### config.mk
export PLATFORM = sky130hd
export DESIGN_NAME = banded_load_to_frequency_selector
export DESIGN_NICKNAME = d
export VERILOG_FILES = /design/src/rtl/core/blfs_pkg.sv /design/src/rtl/core/blfs_divider.sv /design/src/rtl/core/banded_load_to_frequency_selector.sv
export SDC_FILE = /design/constraint.sdc
export NUM_CORES = 2
export LEC_CHECK = 0
export BUFFER_PORTS_ARGS = -buffer_cell sky130_fd_sc_hd__buf_4
export CORE_MARGIN = 2
export CORE_UTILIZATION = 60
export CTS_BUF_LIST = sky130_fd_sc_hd__clkbuf_4
export CTS_CLUSTER_DIAMETER = 60
export DETAILED_ROUTE_END_ITERATION = 16
export GPL_ROUTABILITY_DRIVEN = 0
export PLACE_DENSITY_LB_ADDON = 0.1
export RECOVER_POWER = 100
export SLEW_MARGIN = 20
export SYNTH_ARGS = -nofsm -noshare
export SYNTH_HDL_FRONTEND = slang
export SYNTH_SLANG_ARGS = --single-unit
### constraint.sdc
create_clock -name clk -period 17.5 [get_ports clk]
set_input_delay 3.5 -clock clk [delete_from_list [all_inputs] [get_ports clk]]
set_output_delay 3.5 -clock clk [all_outputs]
set_load 0.05 [all_outputs]
### src/rtl/core/blfs_pkg.sv
package blfs_pkg;

  localparam int FREQ_WIDTH = 22;
  localparam int FW = FREQ_WIDTH;
  localparam int LW = 7;
  localparam int AW = 5;

  localparam logic [AW-1:0] ADDR_MIN  = 5'd0;
  localparam logic [AW-1:0] ADDR_MAX  = 5'd4;
  localparam logic [AW-1:0] ADDR_LOWB = 5'd8;
  localparam logic [AW-1:0] ADDR_MIDB = 5'd12;
  localparam logic [AW-1:0] ADDR_HIB  = 5'd16;
  localparam logic [AW-1:0] ADDR_LIM  = 5'd20;

  typedef struct packed {
    logic [LW-1:0] load_percent;
    logic [FW-1:0] current_frequency;
  } blfs_in_t;

  typedef struct packed {
    logic [FW-1:0] next_frequency;
    logic          fast_poll;
  } blfs_out_t;

endpackage

### src/rtl/core/blfs_divider.sv
module blfs_divider import blfs_pkg::*; #(
  parameter int W = 40
) (
  input  logic         clk,
  input  logic         rst_n,
  input  logic         start,
  input  logic [W-1:0] dividend,
  input  logic [W-1:0] divisor,
  output logic         done,
  output logic [W-1:0] quotient
);

  // Restoring divider, one quotient bit per cycle.
  localparam int CW = $clog2(W + 1);

  logic [W-1:0]  q_r, q_nxt;
  logic [W:0]    rem_r, rem_nxt;
  logic [W-1:0]  dvs_r;
  logic [CW-1:0] cnt_r, cnt_nxt;
  logic          busy_r, busy_nxt, done_r, done_nxt;
  logic [W:0]    trial;

  always_comb begin
    q_nxt    = q_r;
    rem_nxt  = rem_r;
    cnt_nxt  = cnt_r;
    busy_nxt = busy_r;
    done_nxt = 1'b0;
    trial    = {rem_r[W-1:0], q_r[W-1]};
    if (start) begin
      q_nxt    = dividend;
      rem_nxt  = '0;
      cnt_nxt  = CW'(W);
      busy_nxt = 1'b1;
    end else if (busy_r) begin
      if (trial >= {1'b0, dvs_r}) begin
        rem_nxt = trial - {1'b0, dvs_r};
        q_nxt   = {q_r[W-2:0], 1'b1};
      end else begin
        rem_nxt = trial;
        q_nxt   = {q_r[W-2:0], 1'b0};
      end
      cnt_nxt = cnt_r - 1'b1;
      if (cnt_r == CW'(1)) begin
        busy_nxt = 1'b0;
        done_nxt = 1'b1;
      end
    end
  end

  always_ff @(posedge clk) begin
    if (!rst_n) begin
      busy_r <= 1'b0;
      done_r <= 1'b0;
      cnt_r  <= '0;
    end else begin
      busy_r <= busy_nxt;
      done_r <= done_nxt;
      cnt_r  <= cnt_nxt;
    end
    q_r   <= q_nxt;
    rem_r <= rem_nxt;
    if (start) dvs_r <= divisor;
  end

  assign done     = done_r;
  assign quotient = q_r;

endmodule

### src/rtl/core/banded_load_to_frequency_selector.sv
// Channel | Dir | Handshake        | Beat
// in_     | in  | in_valid/in_stall  | blfs_in_t (load, current kHz)
// out_    | out | out_valid/out_stall| blfs_out_t (next kHz, fast flag)
// cfg_    | in  | APB psel/penable   | 32-bit register write/read
//
// One beat is processed at a time. Divisions run on the shared bit-serial
// restoring divider. With limiting on, four run (position ratio, moving
// average, two window offsets), then a clamp step; with limiting off
// only the ratio runs. Reset is synchronous, active low, and restores the
// register defaults and clears the moving average. The result sits in an
// output register; a new input beat is taken in the cycle after that
// register is read, so a stalled output simply holds the block.
module banded_load_to_frequency_selector import blfs_pkg::*; (
  input  logic            clk,
  input  logic            rst_n,
  input  logic            in_valid,
  output logic            in_stall,
  input  blfs_in_t        in_data,
  output logic            out_valid,
  input  logic            out_stall,
  output blfs_out_t       out_data,
  input  logic            cfg_psel,
  input  logic            cfg_penable,
  input  logic            cfg_pwrite,
  input  logic [AW-1:0]   cfg_paddr,
  input  logic [31:0]     cfg_pwdata,
  output logic [31:0]     cfg_prdata,
  output logic            cfg_pready
);

  localparam int DW = FREQ_WIDTH + 18;
  localparam logic [FREQ_WIDTH-1:0] STEP = FREQ_WIDTH'(100000);

  typedef enum logic [6:0] {
    S_IDLE = 7'b0000001,
    S_RAT  = 7'b0000010,
    S_AVG  = 7'b0000100,
    S_UP   = 7'b0001000,
    S_DN   = 7'b0010000,
    S_FIN  = 7'b0100000,
    S_OUT  = 7'b1000000
  } st_t;

  st_t st_r, st_nxt;

  logic [FREQ_WIDTH-1:0] min_r, max_r, avg_r, cur_r, nxt_r, span_r;
  logic [20:0] lowb_r, midb_r, hib_r;
  logic        lim_r, fast_r;
  logic [LW-1:0] load_r;
  logic [6:0]  upw_r;
  logic [FREQ_WIDTH-1:0] upoff_r;

  logic        wr;
  assign wr         = cfg_psel && cfg_penable && cfg_pwrite;
  assign cfg_pready = 1'b1;

  always_comb begin
    case (cfg_paddr)
      ADDR_MIN:  cfg_prdata = 32'(min_r);
      ADDR_MAX:  cfg_prdata = 32'(max_r);
      ADDR_LOWB: cfg_prdata = 32'(lowb_r);
      ADDR_MIDB: cfg_prdata = 32'(midb_r);
      ADDR_HIB:  cfg_prdata = 32'(hib_r);
      ADDR_LIM:  cfg_prdata = 32'(lim_r);
      default:   cfg_prdata = '0;
    endcase
  end

  // Divider shared across the up to four divisions of a beat.
  logic          dv_start, dv_done;
  logic [DW-1:0] dv_a, dv_b, dv_q;

  blfs_divider #(.W(DW)) u_div (
    .clk(clk), .rst_n(rst_n), .start(dv_start),
    .dividend(dv_a), .divisor(dv_b), .done(dv_done), .quotient(dv_q)
  );

  logic [FREQ_WIDTH-1:0] span_c, off_c;
  assign span_c = (max_r > min_r) ? max_r - min_r : '0;
  assign off_c  = (in_data.current_frequency[FREQ_WIDTH-1:0] > min_r) ?
                  in_data.current_frequency[FREQ_WIDTH-1:0] - min_r : '0;

  // Band decision from the ratio quotient.
  logic [20:0] bands;
  logic [6:0]  xl, hl, ll, upw_c;
  logic        fast_c, lowb, midb;
  logic [FREQ_WIDTH:0] upsum;
  logic [FREQ_WIDTH-1:0] next_c;
  always_comb begin
    lowb = (span_r != '0) ? (dv_q < DW'(33)) : 1'b1;
    midb = !lowb && (dv_q < DW'(66));
    bands = lowb ? lowb_r : (midb ? midb_r : hib_r);
    xl = bands[20:14];
    hl = bands[13:7];
    ll = bands[6:0];
    upw_c  = 7'd33;
    fast_c = 1'b0;
    next_c = cur_r;
    upsum  = {1'b0, cur_r} + {1'b0, STEP};
    if (load_r > xl) begin
      next_c = max_r;
      if (lowb) begin
        fast_c = 1'b1; upw_c = 7'd66;
      end else if (midb) begin
        fast_c = 1'b1; upw_c = 7'd50;
      end
    end else if (load_r > hl) begin
      next_c = upsum[FREQ_WIDTH] ? '1 : upsum[FREQ_WIDTH-1:0];
    end else if (load_r < ll) begin
      next_c = (cur_r > STEP) ? cur_r - STEP : '0;
    end
  end

  // Window clamp once the down offset is known.
  logic [FREQ_WIDTH:0]   top_w;
  logic [FREQ_WIDTH-1:0] top_c, bot_c, clamp_c, dnoff;
  always_comb begin
    dnoff = dv_q[FREQ_WIDTH-1:0];
    top_w = {1'b0, avg_r} + {1'b0, upoff_r};
    top_c = (top_w > {1'b0, max_r}) ? max_r : top_w[FREQ_WIDTH-1:0];
    if (dnoff > avg_r || (avg_r - dnoff) < min_r) bot_c = min_r;
    else bot_c = avg_r - dnoff;
    clamp_c = (nxt_r > top_c) ? top_c : nxt_r;
    if (clamp_c < bot_c) clamp_c = bot_c;
  end

  logic accept;
  assign in_stall  = (st_r != S_IDLE);
  assign accept    = in_valid && (st_r == S_IDLE);
  assign out_valid = (st_r == S_OUT);
  assign out_data.next_frequency = nxt_r;
  assign out_data.fast_poll      = fast_r;

  always_comb begin
    st_nxt   = st_r;
    dv_start = 1'b0;
    dv_a     = '0;
    dv_b     = '0;
    case (st_r)
      S_IDLE: if (accept) begin
        st_nxt = S_RAT; dv_start = 1'b1;
        dv_a = DW'(off_c) * DW'(100);
        dv_b = (span_c == '0) ? DW'(1) : DW'(span_c);
      end
      S_RAT: if (dv_done) begin
        st_nxt = lim_r ? S_AVG : S_OUT;
        dv_start = lim_r;
        dv_a = DW'(avg_r) * DW'(90) + DW'(cur_r) * DW'(10);
        dv_b = DW'(100);
      end
      S_AVG: if (dv_done) begin
        st_nxt = S_UP; dv_start = 1'b1;
        dv_a = DW'(upw_r) * DW'(span_r);
        dv_b = DW'(100);
      end
      S_UP: if (dv_done) begin
        st_nxt = S_DN; dv_start = 1'b1;
        dv_a = DW'(25) * DW'(span_r);
        dv_b = DW'(100);
      end
      S_DN: if (dv_done) st_nxt = S_FIN;
      S_FIN: st_nxt = S_OUT;
      S_OUT: if (!out_stall) st_nxt = S_IDLE;
      default: st_nxt = S_IDLE;
    endcase
  end

  always_ff @(posedge clk) begin
    if (!rst_n) begin
      st_r   <= S_IDLE;
      min_r  <= FREQ_WIDTH'(200000);
      max_r  <= FREQ_WIDTH'(1000000);
      lowb_r <= 21'd1612062;
      midb_r <= 21'd1615287;
      hib_r  <= 21'd1650635;
      lim_r  <= 1'b1;
      avg_r  <= '0;
    end else begin
      st_r <= st_nxt;
      if (wr) begin
        case (cfg_paddr)
          ADDR_MIN:  min_r  <= cfg_pwdata[FREQ_WIDTH-1:0];
          ADDR_MAX:  max_r  <= cfg_pwdata[FREQ_WIDTH-1:0];
          ADDR_LOWB: lowb_r <= cfg_pwdata[20:0];
          ADDR_MIDB: midb_r <= cfg_pwdata[20:0];
          ADDR_HIB:  hib_r  <= cfg_pwdata[20:0];
          ADDR_LIM:  lim_r  <= cfg_pwdata[0];
          default: ;
        endcase
      end
      if (st_r == S_AVG && dv_done) avg_r <= dv_q[FREQ_WIDTH-1:0];
      if (st_r == S_FIN && upw_r > 7'd33 && clamp_c == top_c) avg_r <= top_c;
    end
    if (accept) begin
      load_r <= in_data.load_percent;
      cur_r  <= in_data.current_frequency[FREQ_WIDTH-1:0];
      span_r <= span_c;
    end
    if (st_r == S_RAT && dv_done) begin
      nxt_r  <= next_c;
      fast_r <= fast_c;
      upw_r  <= upw_c;
    end
    if (st_r == S_UP && dv_done) upoff_r <= dv_q[FREQ_WIDTH-1:0];
    if (st_r == S_FIN) nxt_r <= clamp_c;
  end

  a_hold: assert property (@(posedge clk) disable iff (!rst_n)
    out_valid && out_stall |=> out_valid && $stable(out_data))
    else $error("result changed while stalled");
  a_busy: assert property (@(posedge clk) disable iff (!rst_n)
    out_valid |-> in_stall)
    else $error("input taken while result pending");
  a_fast: assert property (@(posedge clk) disable iff (!rst_n)
    out_valid && out_data.fast_poll && !lim_r |-> out_data.next_frequency == max_r)
    else $error("fast flag without jump to max");

endmodule
==> impl_metrics.json <==
{
  "instances_no_fill": 5771,
  "grt_setup_unrepaired": "no",
  "antenna_found_initial": 4,
  "cpPeakStageDelay_ps": 1240,
  "fin_skew_ps": 104,
  "regArea_sq_mm": 0.00860,
  "drt-pass1-iter-count": 6,
  "wirelength_um": 123000,
  "fmax_mhz": 68.5,
  "grt_pass1_vias": 32991,
  "wire_per_inst_um": 21.3,
  "violations": "capacitance limit, slew limit",
  "powerDensity_mw_per_mm2": 73.4,
  "synth_area_sq_mm": 0.0387,
  "start_kind": "flop",
  "period_needed_ps": 14600,
  "port_buffers": 109,
  "r2r_setup_slack_ps": 2900,
  "post-place-ws_ps": 4950,
  "clock_latency_ps": 920,
  "outcome": "finished with violations",
  "drtIter0Drc": 3521,
  "p_int_uw": 1810,
  "p_sw_share_pct": 40.1,
  "worstHoldPathType": "reg -> reg",
  "cts_buffer_depth": 3,
  "dp_hpwl_um": 95800,
  "vias": 35116,
  "syn_inst": 4768,
  "muxShareOfSynthArea_pct": 2.45,
  "r2r_end": "avg_r[18]$_SDFFE_PN0P_",
  "p_total_uw": 3010,
  "setup_viol": 0,
  "cpLargestDelayFamily": "compound AO/OA/AOI/OAI gates",
  "initial_core_util_pct": 60.3,
  "regToRegStartpoint": "avg_r[2]$_SDFFE_PN0P_",
  "fin_ws_ps": 2900,
  "required_ps": 18240,
  "synth_xor_area_share_pct": 5.47,
  "end_kind": "flop",
  "criticalPathCategory": "reg -> reg",
  "fin_nets": 5597,
  "multiInputGateArea_sq_mm": 0.0271,
  "die_x_um": 258,
  "leakage_uw": 0.0190,
  "rows": 93,
  "period_share_pct": 83.5,
  "critPathMaxFanout": 35,
  "die-area_sq_mm": 0.0665,
  "ctsResizeCount": 0,
  "synth-simple-area-share_pct": 17.3,
  "ys.flop_type": "dfxtp_1",
  "postCtsHoldBufs": 0,
  "crit_path_end": "avg_r[18]$_SDFFE_PN0P_",
  "finalHoldViolations": 0,
  "grt_remaining_overflow": 0,
  "area_delta_synth_final_pct": 6.12,
  "reg2regPathDepth": 42,
  "grt_pass1_wl_um": 189000,
  "synth_compound_area_share_pct": 19.8,
  "drc_errors": 0,
  "die_h_um": 258,
  "finalMaxSlewViolations": 574,
  "ys_seq_area_share_pct": 22.2,
  "cts_tree": "yes",
  "synth_edf_count": 163,
  "worst_pin_slew_ps": 4010,
  "cp_slowest_cell": "o21ai_0",
  "fillerInstances": 5823,
  "cp.depth": 42,
  "cap_violations": 14,
  "ios": 131,
  "clk_pin_slew_ps": 80,
  "synth_top_family_by_area": "adder cells",
  "synthAdderAreaFrac_pct": 24.9,
  "ys_types": 106,
  "grtUsageTotal_pct": 36.5,
  "htreeDepth": 3,
  "critPathArrivalTime_ps": 15350,
  "hold_depth": 2,
  "power_frac_seq_pct": 33.8,
  "relSlewSlack_pct": -167,
  "fin_setup_tns_ps": 0,
  "crit_start": "avg_r[2]$_SDFFE_PN0P_",
  "postSynthAreaPerCell_sq_um": 8.11,
  "root_buffer": "clkbuf_4",
  "core_sq_mm": 0.0641,
  "worst_ir_drop_vdd_v": 0.0000703,
  "postRouteAntennaNets": 0,
  "synth_seq_cells": 348,
  "numCtsBuffers": 99,
  "dp_cells": 5589,
  "ys_async_sr_fraction_pct": 0,
  "via_per_inst": 6.08,
  "cts.sink_count": 348,
  "layout-drive-gt1-share_pct": 6.19,
  "critPathBufInv": 4,
  "p_sw_uw": 1210,
  "grt_max_degree": 90,
  "utilization_pct": 64.0,
  "yosys_warnings": 0,
  "share_comb_of_total_power_pct": 40.1,
  "p_clk_share_pct": 26.1,
  "cts_setup_buffers": 0
}
[state kept, by name, summed over array words and instances (netlist names), 7 cells and up]
signal / count
load_r: 7
u_div.dvs_r: 22
cur_r: 22
upoff_r: 22
u_div.quotient: 40
nxt_r: 22
u_div.rem_r: 40
lowb_r: 21
max_r: 22
st_r: 7
hib_r: 21
avg_r: 22
span_r: 22
min_r: 22
midb_r: 21
[worst min path at each step]
stage / start / end
after floorplan: u_div.quotient[4]$_DFFE_PP_ / upoff_r[4]$_DFFE_PP_
after global placement: u_div.quotient[4]$_DFFE_PP_ / upoff_r[4]$_DFFE_PP_
after detailed placement: u_div.quotient[9]$_DFFE_PP_ / upoff_r[9]$_DFFE_PP_
after CTS: min_r[9]$_SDFFE_PN0P_ / min_r[9]$_SDFFE_PN0P_
after global routing: min_r[14]$_SDFFE_PN0P_ / min_r[14]$_SDFFE_PN0P_
final: lowb_r[17]$_SDFFE_PN0P_ / lowb_r[17]$_SDFFE_PN0P_
[power groups by stage]
stage	Sequential [uW]	Clock, uW	Combinational [uW]
after global placement	1030	0	1170
after floorplan	996	0	885
final	1020	786	1210
after detailed placement	1030	0	1180
after global routing	1030	840	1350
after CTS	1010	799	1190
[cell families after synthesis]
logic type / Yosys count
AOI/OAI and AO/OA: 1171
and+or+nand+nor: 1446
buffers and inverters: 781
other: 2
adders and majority gates: 689
DFF: 348
muxes: 91
xor gates and xnor gates: 240
[cells in the mapped netlist, drive strengths merged (9+ instances only)]
| master | number | area, sq um |
|---|---|---|
| a211o | 20 | 175 |
| a211oi | 49 | 373 |
| a21boi | 93 | 698 |
| a21o | 57 | 428 |
| a21oi | 305 | 1560 |
| a221oi | 19 | 166 |
| a22o | 19 | 166 |
| a22oi | 32 | 240 |
| a31oi | 24 | 150 |
| and2 | 61 | 387 |
| and3 | 35 | 219 |
| buf | 40 | 260 |
| clkbuf | 145 | 544 |
| dfxtp | 185 | 3700 |
| edfxtp | 163 | 4890 |
| fa | 134 | 2680 |
| ha | 555 | 6940 |
| inv | 594 | 2230 |
| mux2 | 26 | 297 |
| mux2i | 65 | 651 |
| nand2 | 572 | 2150 |
| nand2b | 32 | 200 |
| nand3 | 110 | 561 |
| nand3b | 9 | 67.6 |
| nand4 | 46 | 294 |
| nor2 | 322 | 1210 |
| nor2b | 48 | 300 |
| nor3 | 87 | 440 |
| nor4 | 31 | 209 |
| o2111ai | 9 | 85.1 |
| o211ai | 46 | 345 |
| o21a | 38 | 285 |
| o21ai | 288 | 1450 |
| o21bai | 31 | 236 |
| o221ai | 24 | 228 |
| o22ai | 12 | 75.1 |
| o31a | 17 | 149 |
| o31ai | 10 | 75.1 |
| or2 | 24 | 150 |
| or3 | 33 | 206 |
| xnor2 | 177 | 1560 |
| xor2 | 63 | 559 |
[tightest hold or removal path, cell delays in order (launching register included)]
cell and delay, ps:
dfxtp_1 320, nand2_1 50, a21boi_0 60
[area by class of cell]
class	instances	area share, %
well taps	855	2.61
clock buffers	149	2.72
inverters	596	5.45
flip-flops and latches	348	20.9
multi-input cells	3648	66.1
diodes	1	0.00610
repair buffers	142	1.83
clock inverters	32	0.390
[stage by stage]
step                cell area, sq um  hold slack [ps]
floorplan                      38700              442
global placement               40100              464
detailed placement             40100              470
CTS                            41400              482
global route                   41100              492
finish                         41100              484
[per-layer routing]
layer / GRT usage [%] / up-vias / wire [um]
met4: 21.2 / 4 / 8020
met1: 46.9 / 16300 / 49300
met3: 8.46 / 383 / 12400
li1: - / 16840 / -
met2: 56.4 / 1589 / 53200
met5: 0 / - / 27
[layout by cell type, fill, tap and decap left out, drive strengths merged, types with 26 or more instances in the layout]
cell	Yosys	final
inv	594	599
nand2	572	572
ha	555	555
nor2	322	322
a21oi	305	305
o21ai	288	288
clkbuf	145	243
dfxtp	185	185
xnor2	177	177
edfxtp	163	163
fa	134	134
nand3	110	110
a21boi	93	93
nor3	87	87
mux2i	65	65
xor2	63	63
and2	61	61
a21o	57	57
a211oi	49	49
buf	40	48
nor2b	48	48
o211ai	46	46
nand4	46	46
o21a	38	38
and3	35	35
or3	33	33
nand2b	32	32
a22oi	32	32
nor4	31	31
o21bai	31	31
clkinv	2	28
mux2	26	26
Note: power is estimated with default switching activity, not from simulation.
